[config.mk]
export PLATFORM = sky130hd
export DESIGN_NAME = top_k_count_tracker_top
export DESIGN_NICKNAME = d
export VERILOG_FILES = /design/src/hw/rtl/tkct_pkg.sv /design/src/hw/rtl/tkct_ctrl.sv /design/src/hw/rtl/tkct_datapath.sv /design/src/hw/rtl/top_k_count_tracker_top.sv
export VERILOG_INCLUDE_DIRS = /design/src /design/src/hw/rtl
export SDC_FILE = /design/constraint.sdc
export NUM_CORES = 2
export LEC_CHECK = 0
export ABC_AREA = 1
export ABC_CLOCK_PERIOD_IN_PS = 4230
export BUFFER_PORTS_ARGS = -buffer_cell sky130_fd_sc_hd__buf_2
export CAP_MARGIN = 20
export CORE_UTILIZATION = 30
export CTS_BUF_LIST = sky130_fd_sc_hd__clkbuf_4 sky130_fd_sc_hd__clkbuf_8
export DETAILED_ROUTE_END_ITERATION = 7
export PLACE_DENSITY = 0.48
export SLEW_MARGIN = 10
export SYNTH_ARGS = -nofsm -noshare
export SYNTH_HDL_FRONTEND = slang
export SYNTH_SLANG_ARGS = --single-unit
[constraint.sdc]
create_clock -name clk -period 4.23 [get_ports clk]
set_input_delay 0.423 -clock clk [delete_from_list [all_inputs] [get_ports clk]]
set_output_delay 0.423 -clock clk [all_outputs]
set_load 0.01 [all_outputs]
[src/hw/rtl/top_k_count_tracker_top_assert.svh]
// assertion macros for the top-k count tracker
`ifndef TOP_K_COUNT_TRACKER_TOP_ASSERT_SVH
`define TOP_K_COUNT_TRACKER_TOP_ASSERT_SVH

`ifndef SYNTH

// property must hold at every edge out of reset
`define TKCT_ASSERT(lbl, clk, rstn, prop, msg) \
    lbl: assert property (@(posedge clk) disable iff (!rstn) (prop)) else $error(msg);

// condition must never be seen out of reset
`define TKCT_NEVER(lbl, clk, rstn, cond, msg) \
    lbl: assert property (@(posedge clk) disable iff (!rstn) !(cond)) else $error(msg);

`else

`define TKCT_ASSERT(lbl, clk, rstn, prop, msg)
`define TKCT_NEVER(lbl, clk, rstn, cond, msg)

`endif

`endif

[src/hw/rtl/tkct_pkg.sv]
`default_nettype none

package tkct_pkg;

    localparam int TOP_ENTRIES = 20;
    localparam int ID_BITS     = 32;
    localparam int SCORE_BITS  = 32;
    localparam int RANK_BITS   = 6;
    localparam int IDX_BITS    = (TOP_ENTRIES > 1) ? $clog2(TOP_ENTRIES) : 1;

    localparam logic OP_OFFER  = 1'b0;
    localparam logic OP_REPORT = 1'b1;

    // controller to datapath
    typedef struct packed {
        logic load;   // capture the beat, restart scan, clear marks and rank
        logic scan;   // visit one slot
        logic write;  // replace the minimum slot if the offer beats it
        logic emit;   // put out one ranked result
    } cmd_t;

    // datapath to controller
    typedef struct packed {
        logic scan_last;
        logic rank_last;
    } sts_t;

endpackage

`default_nettype wire

[src/hw/rtl/tkct_ctrl.sv]
`default_nettype none

`include "top_k_count_tracker_top_assert.svh"

module tkct_ctrl
    import tkct_pkg::*;
(
    input  wire logic clk,
    input  wire logic rst_n,
    input  wire logic start,
    input  wire logic op,
    input  wire sts_t sts,
    output cmd_t      cmd,
    output logic      busy
);

    localparam logic [2:0] S_IDLE   = 3'd0;
    localparam logic [2:0] S_OSCAN  = 3'd1;
    localparam logic [2:0] S_OWRITE = 3'd2;
    localparam logic [2:0] S_RSCAN  = 3'd3;
    localparam logic [2:0] S_REMIT  = 3'd4;

    logic [2:0] state_reg;
    logic [2:0] state_next;

    always_comb
    begin
        state_next = state_reg;
        cmd        = '0;
        case (state_reg)
            S_IDLE:
            begin
                if (start)
                begin
                    cmd.load   = 1'b1;
                    state_next = (op == OP_REPORT) ? S_RSCAN : S_OSCAN;
                end
            end
            S_OSCAN:
            begin
                cmd.scan = 1'b1;
                if (sts.scan_last)
                begin
                    state_next = S_OWRITE;
                end
            end
            S_OWRITE:
            begin
                cmd.write  = 1'b1;
                state_next = S_IDLE;
            end
            S_RSCAN:
            begin
                cmd.scan = 1'b1;
                if (sts.scan_last)
                begin
                    state_next = S_REMIT;
                end
            end
            S_REMIT:
            begin
                cmd.emit   = 1'b1;
                state_next = sts.rank_last ? S_IDLE : S_RSCAN;
            end
            default:
            begin
                state_next = S_IDLE;
            end
        endcase
    end

    always_ff @(posedge clk or negedge rst_n)
    begin
        if (!rst_n)
        begin
            state_reg <= S_IDLE;
        end
        else
        begin
            state_reg <= state_next;
        end
    end

    assign busy = (state_reg != S_IDLE);

    `TKCT_ASSERT(a_start_goes_busy, clk, rst_n, (start && !busy) |=> busy, "start did not raise busy")
    `TKCT_NEVER(a_one_cmd, clk, rst_n, !$onehot0(cmd), "more than one command at once")

endmodule

`default_nettype wire

[src/hw/rtl/tkct_datapath.sv]
`default_nettype none

`include "top_k_count_tracker_top_assert.svh"

module tkct_datapath
    import tkct_pkg::*;
(
    input  wire logic                  clk,
    input  wire logic                  rst_n,
    input  wire cmd_t                  cmd,
    input  wire logic                  op,
    input  wire logic [ID_BITS-1:0]    user_id,
    input  wire logic [SCORE_BITS-1:0] score,
    output sts_t                       sts,
    output logic                       valid,
    output logic [RANK_BITS-1:0]       rank,
    output logic [ID_BITS-1:0]         ranked_id,
    output logic [SCORE_BITS-1:0]      ranked_score,
    output logic                       last
);

    logic [ID_BITS-1:0]    slot_id_reg    [TOP_ENTRIES];
    logic [SCORE_BITS-1:0] slot_score_reg [TOP_ENTRIES];
    logic [TOP_ENTRIES-1:0] marks_reg;

    logic [IDX_BITS-1:0]   idx_reg;
    logic [IDX_BITS-1:0]   rank_reg;
    logic                  found_reg;
    logic                  valid_reg;

    logic                  op_reg;
    logic [ID_BITS-1:0]    in_id_reg;
    logic [SCORE_BITS-1:0] in_score_reg;
    logic [IDX_BITS-1:0]   best_idx_reg;
    logic [ID_BITS-1:0]    best_id_reg;
    logic [SCORE_BITS-1:0] best_score_reg;

    logic [RANK_BITS-1:0]  rank_out_reg;
    logic [ID_BITS-1:0]    id_out_reg;
    logic [SCORE_BITS-1:0] score_out_reg;
    logic                  last_out_reg;

    logic [ID_BITS-1:0]    cur_id;
    logic [SCORE_BITS-1:0] cur_score;
    logic                  take;
    logic                  do_replace;

    assign cur_id    = slot_id_reg[idx_reg];
    assign cur_score = slot_score_reg[idx_reg];

    // report looks for the max among unmarked slots, offer for the min
    always_comb
    begin
        if (op_reg == OP_REPORT)
        begin
            take = !marks_reg[idx_reg] && (!found_reg || (cur_score > best_score_reg));
        end
        else
        begin
            take = !found_reg || (cur_score < best_score_reg);
        end
    end

    assign do_replace    = cmd.write && (in_score_reg > best_score_reg);
    assign sts.scan_last = (idx_reg == IDX_BITS'(TOP_ENTRIES - 1));
    assign sts.rank_last = (rank_reg == IDX_BITS'(TOP_ENTRIES - 1));

    always_ff @(posedge clk or negedge rst_n)
    begin
        if (!rst_n)
        begin
            for (int i = 0; i < TOP_ENTRIES; i++)
            begin
                slot_id_reg[i]    <= '0;
                slot_score_reg[i] <= '0;
            end
            marks_reg <= '0;
            idx_reg   <= '0;
            rank_reg  <= '0;
            found_reg <= 1'b0;
            valid_reg <= 1'b0;
        end
        else
        begin
            valid_reg <= cmd.emit;
            if (cmd.load)
            begin
                marks_reg <= '0;
                idx_reg   <= '0;
                rank_reg  <= '0;
                found_reg <= 1'b0;
            end
            if (cmd.scan)
            begin
                idx_reg <= idx_reg + IDX_BITS'(1);
                if (take)
                begin
                    found_reg <= 1'b1;
                end
            end
            if (do_replace)
            begin
                slot_id_reg[best_idx_reg]    <= in_id_reg;
                slot_score_reg[best_idx_reg] <= in_score_reg;
            end
            if (cmd.emit)
            begin
                marks_reg[best_idx_reg] <= 1'b1;
                rank_reg                <= rank_reg + IDX_BITS'(1);
                idx_reg                 <= '0;
                found_reg               <= 1'b0;
            end
        end
    end

    // payload, no reset
    always_ff @(posedge clk)
    begin
        if (cmd.load)
        begin
            op_reg       <= op;
            in_id_reg    <= user_id;
            in_score_reg <= score;
        end
        if (cmd.scan && take)
        begin
            best_idx_reg   <= idx_reg;
            best_id_reg    <= cur_id;
            best_score_reg <= cur_score;
        end
        if (cmd.emit)
        begin
            rank_out_reg  <= RANK_BITS'(rank_reg);
            id_out_reg    <= best_id_reg;
            score_out_reg <= best_score_reg;
            last_out_reg  <= sts.rank_last;
        end
    end

    assign valid        = valid_reg;
    assign rank         = rank_out_reg;
    assign ranked_id    = id_out_reg;
    assign ranked_score = score_out_reg;
    assign last         = last_out_reg;

    `TKCT_ASSERT(a_emit_fresh, clk, rst_n, cmd.emit |-> (found_reg && !marks_reg[best_idx_reg]), "emit of a used or unfound slot")
    `TKCT_ASSERT(a_last_rank, clk, rst_n, (valid_reg && last_out_reg) |-> (rank_out_reg == RANK_BITS'(TOP_ENTRIES - 1)), "last flag on wrong rank")
    `TKCT_ASSERT(a_write_found, clk, rst_n, cmd.write |-> (found_reg && (op_reg == OP_OFFER)), "write without a minimum slot")

endmodule

`default_nettype wire

[src/hw/rtl/top_k_count_tracker_top.sv]
// top-k count tracker: keeps the TOP_ENTRIES records with the highest counts
// command channel: a beat (op, user_id, score) is taken when start is high
// and busy is low; busy stays high until the command has finished
// op 0 offers a record: the slots are scanned one per cycle for the lowest
// count (lowest index on ties), and if the offered score is strictly larger
// that slot takes the offered id and score; no result beat is produced
// an offer keeps busy high through the scan of every slot and the write-back,
// so a new offer is taken only once both have finished
// op 1 asks for a report: TOP_ENTRIES result beats in descending score order,
// equal scores by lower slot index, last set on the final one
// each rank takes a scan of every slot for the largest unreported score, then
// an emit step that marks that slot; the result beat is registered from the
// emit, and the scan for the next rank then starts over from slot 0
// results are shown for one cycle, marked by valid; the receiver cannot stall
// a report leaves the table as it is
// reset (rst_n low, asynchronous) clears every slot to id 0, score 0
`default_nettype none

module top_k_count_tracker_top
    import tkct_pkg::*;
(
    input  wire logic                  clk,
    input  wire logic                  rst_n,
    // command channel
    input  wire logic                  start,
    output logic                       busy,
    input  wire logic                  op,
    input  wire logic [ID_BITS-1:0]    user_id,
    input  wire logic [SCORE_BITS-1:0] score,
    // result channel
    output logic                       valid,
    output logic [RANK_BITS-1:0]       rank,
    output logic [ID_BITS-1:0]         ranked_id,
    output logic [SCORE_BITS-1:0]      ranked_score,
    output logic                       last
);

    // command and status between sequencer and slot datapath
    cmd_t cmd;
    sts_t sts;

    // sequencer: idle, scan, write back or emit
    tkct_ctrl u_ctrl (
        .clk   (clk),
        .rst_n (rst_n),
        .start (start),
        .op    (op),
        .sts   (sts),
        .cmd   (cmd),
        .busy  (busy)
    );

    // slot table, scan compare, report marks and result registers
    tkct_datapath u_datapath (
        .clk          (clk),
        .rst_n        (rst_n),
        .cmd          (cmd),
        .op           (op),
        .user_id      (user_id),
        .score        (score),
        .sts          (sts),
        .valid        (valid),
        .rank         (rank),
        .ranked_id    (ranked_id),
        .ranked_score (ranked_score),
        .last         (last)
    );

endmodule

`default_nettype wire
==> impl_metrics.env <==
export IMPL_met2_usage_pct=29.9
export IMPL_place_congestion=0.804
export IMPL_htreeDepth=5
export IMPL_routedWlPerCell_um=21.5
export IMPL_netlist_instances=7234
export IMPL_final_core_util_pct=34.7
export IMPL_synth_edff_count=204
export IMPL_syn_area_per_cell_um2=9.29
export IMPL_drv_slew=0
export IMPL_regArea_mm2=0.0390
export IMPL_fmax_mhz=248
export IMPL_gr_total_overflow=0
export IMPL_grt_antenna_before_repair=5
export IMPL_min_period_over_period_pct=95.4
export IMPL_drt_iter0_markers=5155
export IMPL_clk_latency_ns=1.02
export IMPL_hold_viol=0
export IMPL_cts_tree="done"
export IMPL_yosysSeqAreaShare_pct=58.1
export IMPL_drc=0
export IMPL_status="finished, final reports clean"
export IMPL_io_pins=141
export IMPL_netlist_area_mm2=0.0672
export IMPL_grt_start_max_net_pins=197
export IMPL_yosys_area_top_type_share_pct=49.0
export IMPL_io_buffer_count=139
export IMPL_synth_seq_cells=1519
export IMPL_netlist_top_cells_area="dfrtp_1 49%, edfxtp_1 9.1%, o21ai_1 8.8%, nand2_1 8.5%, o21ai_0 5.1%"
export IMPL_tightest_slew_ns=1.14
export IMPL_instances_no_fill=10400
export IMPL_drive_gt1_share_pct=13.0
export IMPL_cts_buffers=279
export IMPL_use_met3_pct=3.22
export IMPL_endpoint_kind="flip-flop"
export IMPL_clk_pin_slew_worst_paths_ns=0.06
export IMPL_cp_start_kind="flip-flop"
export IMPL_dp_slack_ns=0.0902
export IMPL_vias_per_cell=5.10
export IMPL_maxCapViolCount=0
export IMPL_synth_top_area_cell="dfrtp_1"
export IMPL_dieArea_mm2=0.226
export IMPL_num_vias=53200
export IMPL_cp_max_fo=43
export IMPL_max_stage_delay_ns=0.55
export IMPL_arrival_ns=4.72
export IMPL_nFillCells=23100
export IMPL_antenna_left=0
export IMPL_setup_viol=0
export IMPL_drt_pass1_iterations=5
export IMPL_async_reset_ff_share_pct=86.6
export IMPL_hpwl_um=126000
export IMPL_fin_nets=7411
export IMPL_setup_ws_ns=0.192
export IMPL_grt_busiest_layer="met2"
export IMPL_synth_ff_type="dfrtp_1"
export IMPL_grt_usage_pct=19.7
export IMPL_drt_wl_total_um=225000
export IMPL_setup_tns_ns=0
export IMPL_std_cell_rows=173
export IMPL_dp_cells=9893
export IMPL_grt_pass1_wl_um=338000
export IMPL_max_slew_margin_pct=23.8
export IMPL_root_buffer="clkbuf_8"
export IMPL_powerDensity_mw_per_mm2=722
export IMPL_yosysUniqueCellTypes=37
export IMPL_path_class="reg -> reg"
export IMPL_area_growth_syn_to_layout_pct=14.9
export IMPL_cpMostUsedCell="nand2_1"
export IMPL_vdd_ir_drop_max_uv=589
export IMPL_synthesis_nets=7368
export IMPL_fin_crit_ns=4.04
export IMPL_start_util_pct=30.2
export IMPL_clkSinkCount=1519
export IMPL_met1_usage_pct=28.6
export IMPL_cpMaxStageDelayCell="dfrtp_4"
export IMPL_die_h_um=475
export IMPL_required_ns=4.91
export IMPL_coreArea_mm2=0.223
export IMPL_hold_class="in -> async"
export IMPL_clockBufferDepth=4
export IMPL_die_w_um=475
export IMPL_multi_input_area_mm2=0.0239
export IMPL_grt_pass1_vias=51700
export IMPL_finClkSkew_ns=0.0771
export IMPL_p_leak_uw=0.0338
export IMPL_crit_chain="buf_6, buf_16, o21ai_2, o22ai_1, o211ai_1, nand3_1, a22o_1, ha_4, nand4_1, nor3_2, and3_4, nand2_1, nand2_1, nand2_1, nand2_1, nand2_1, nand2_1, nand2_1, clkinvlp_4, buf_12, buf_12"
export IMPL_yosys_warnings=0
[what timing repair did]
action | 4_1_cts | 5_1_grt
resized for setup | 0 | 22
setup endpoints to repair | 0 | 69
setup buffers | 0 | 7
endpoints found under the hold margin | 171 | 0
hold buffers | 67 | 0
[worst max-delay path: cells and delay by family, from the launching register on]
family / cells / cell delay, ns
AO/OA/AOI/OAI: 4 / 0.75
adder cells (fa/ha/maj): 1 / 0.29
AND/OR/NAND/NOR: 11 / 1.25
flip-flops: 1 / 0.55
buffers and inverters: 5 / 0.82
[worst paths after layout]
| kind | from | endpoint | slack (ns) | cells past startpoint |
|---|---|---|---|---|
| setup / recovery | u_datapath.idx_reg[0] | u_datapath.best_id_reg[18] | 0.19 | 21 |
| hold / removal | rst_n | u_datapath.slot_id_reg[528] | 0.12 | 2 |
| setup reg to reg | u_datapath.idx_reg[0] | u_datapath.best_id_reg[18] | 0.19 | 21 |
| hold reg to reg | u_datapath.best_id_reg[7] | u_datapath.ranked_id[7] | 0.43 | 0 |
| max in group asynchronous | rst_n | u_datapath.slot_score_reg[431] | 2.91 | 3 |
| min in group clk | score[22] | u_datapath.in_score_reg[22] | 0.13 | 2 |
[cell families after synthesis]
kind of cell             share of synthesized area, %
other                                         0.00558
buffers and inverters                            6.79
AO/OA/AOI/OAI                                    20.1
XOR/XNOR                                       0.0651
adder cells (fa/ha/maj)                          1.23
flip-flops                                       58.1
AND/OR/NAND/NOR                                  13.7
[power breakdown]
part / total [uW] / internal [uW] / switching [uW]
logic: 20300 / 7160 / 13100
clock network: 14200 / 7960 / 6190
registers: 21400 / 19100 / 2250
[metal layers]
layer | share of wire (%) | wire length (um) | vias up
met5 | 0 | 0 | -
met4 | 2.6 | 5790 | 0
met3 | 5.9 | 13400 | 398
met2 | 44 | 98600 | 1726
met1 | 48 | 107000 | 26300
li1 | - | - | 24800
[layout by cell type (no fill, tap or decap), drive strengths merged, types with 2 or more instances in the layout]
cell	count
a21oi	37
nor2	710
nand4	5
o21a	4
clkinvlp	2
a22o	64
clkbuf	437
dfrtp	1315
clkinv	20
edfxtp	204
xor2	4
inv	145
dlygate4sd3	67
bufinv	2
o221ai	75
diode	4
a31oi	2
o211ai	56
nand2	1523
o21ai	1967
ha	66
buf	376
o22ai	229
nand3	128
nor3	8
[stage by stage]
stage	hold slack, ns	cell area [um^2]	power (uW)
after floorplan	0.127	67200	33700
after CTS	0.0268	77000	55900
after global placement	0.413	70900	41200
final	0.120	77300	55800
after detailed placement	0.410	70900	41400
after global routing	0.0505	77300	59600
[cell type report]
| class | instances | area share [%] |
|---|---|---|
| diodes | 4 | 0.0130 |
| clock buffers | 434 | 6.82 |
| clock inverters | 24 | 0.219 |
| inverters | 144 | 0.737 |
| multi-input cells | 4886 | 30.9 |
| flip-flops and latches | 1519 | 50.5 |
| well taps | 2975 | 4.82 |
| repair buffers | 446 | 5.98 |
| repair inverters | 1 | 0.0113 |
[synthesized netlist by cell type (37+ instances only)]
cell and instances:
a21oi_1 37, a22o_1 64, buf_2 109, buf_4 97, buf_6 125, clkbuf_1 345, dfrtp_1 1315, edfxtp_1 204
ha_1 66, inv_1 142, nand2_1 1522, nand3_1 108, nor2_1 710, o211ai_1 56, o21ai_0 687, o21ai_1 1182
o21ai_2 98, o221ai_1 75, o22ai_1 229
Power figures use the tool's default switching activity.
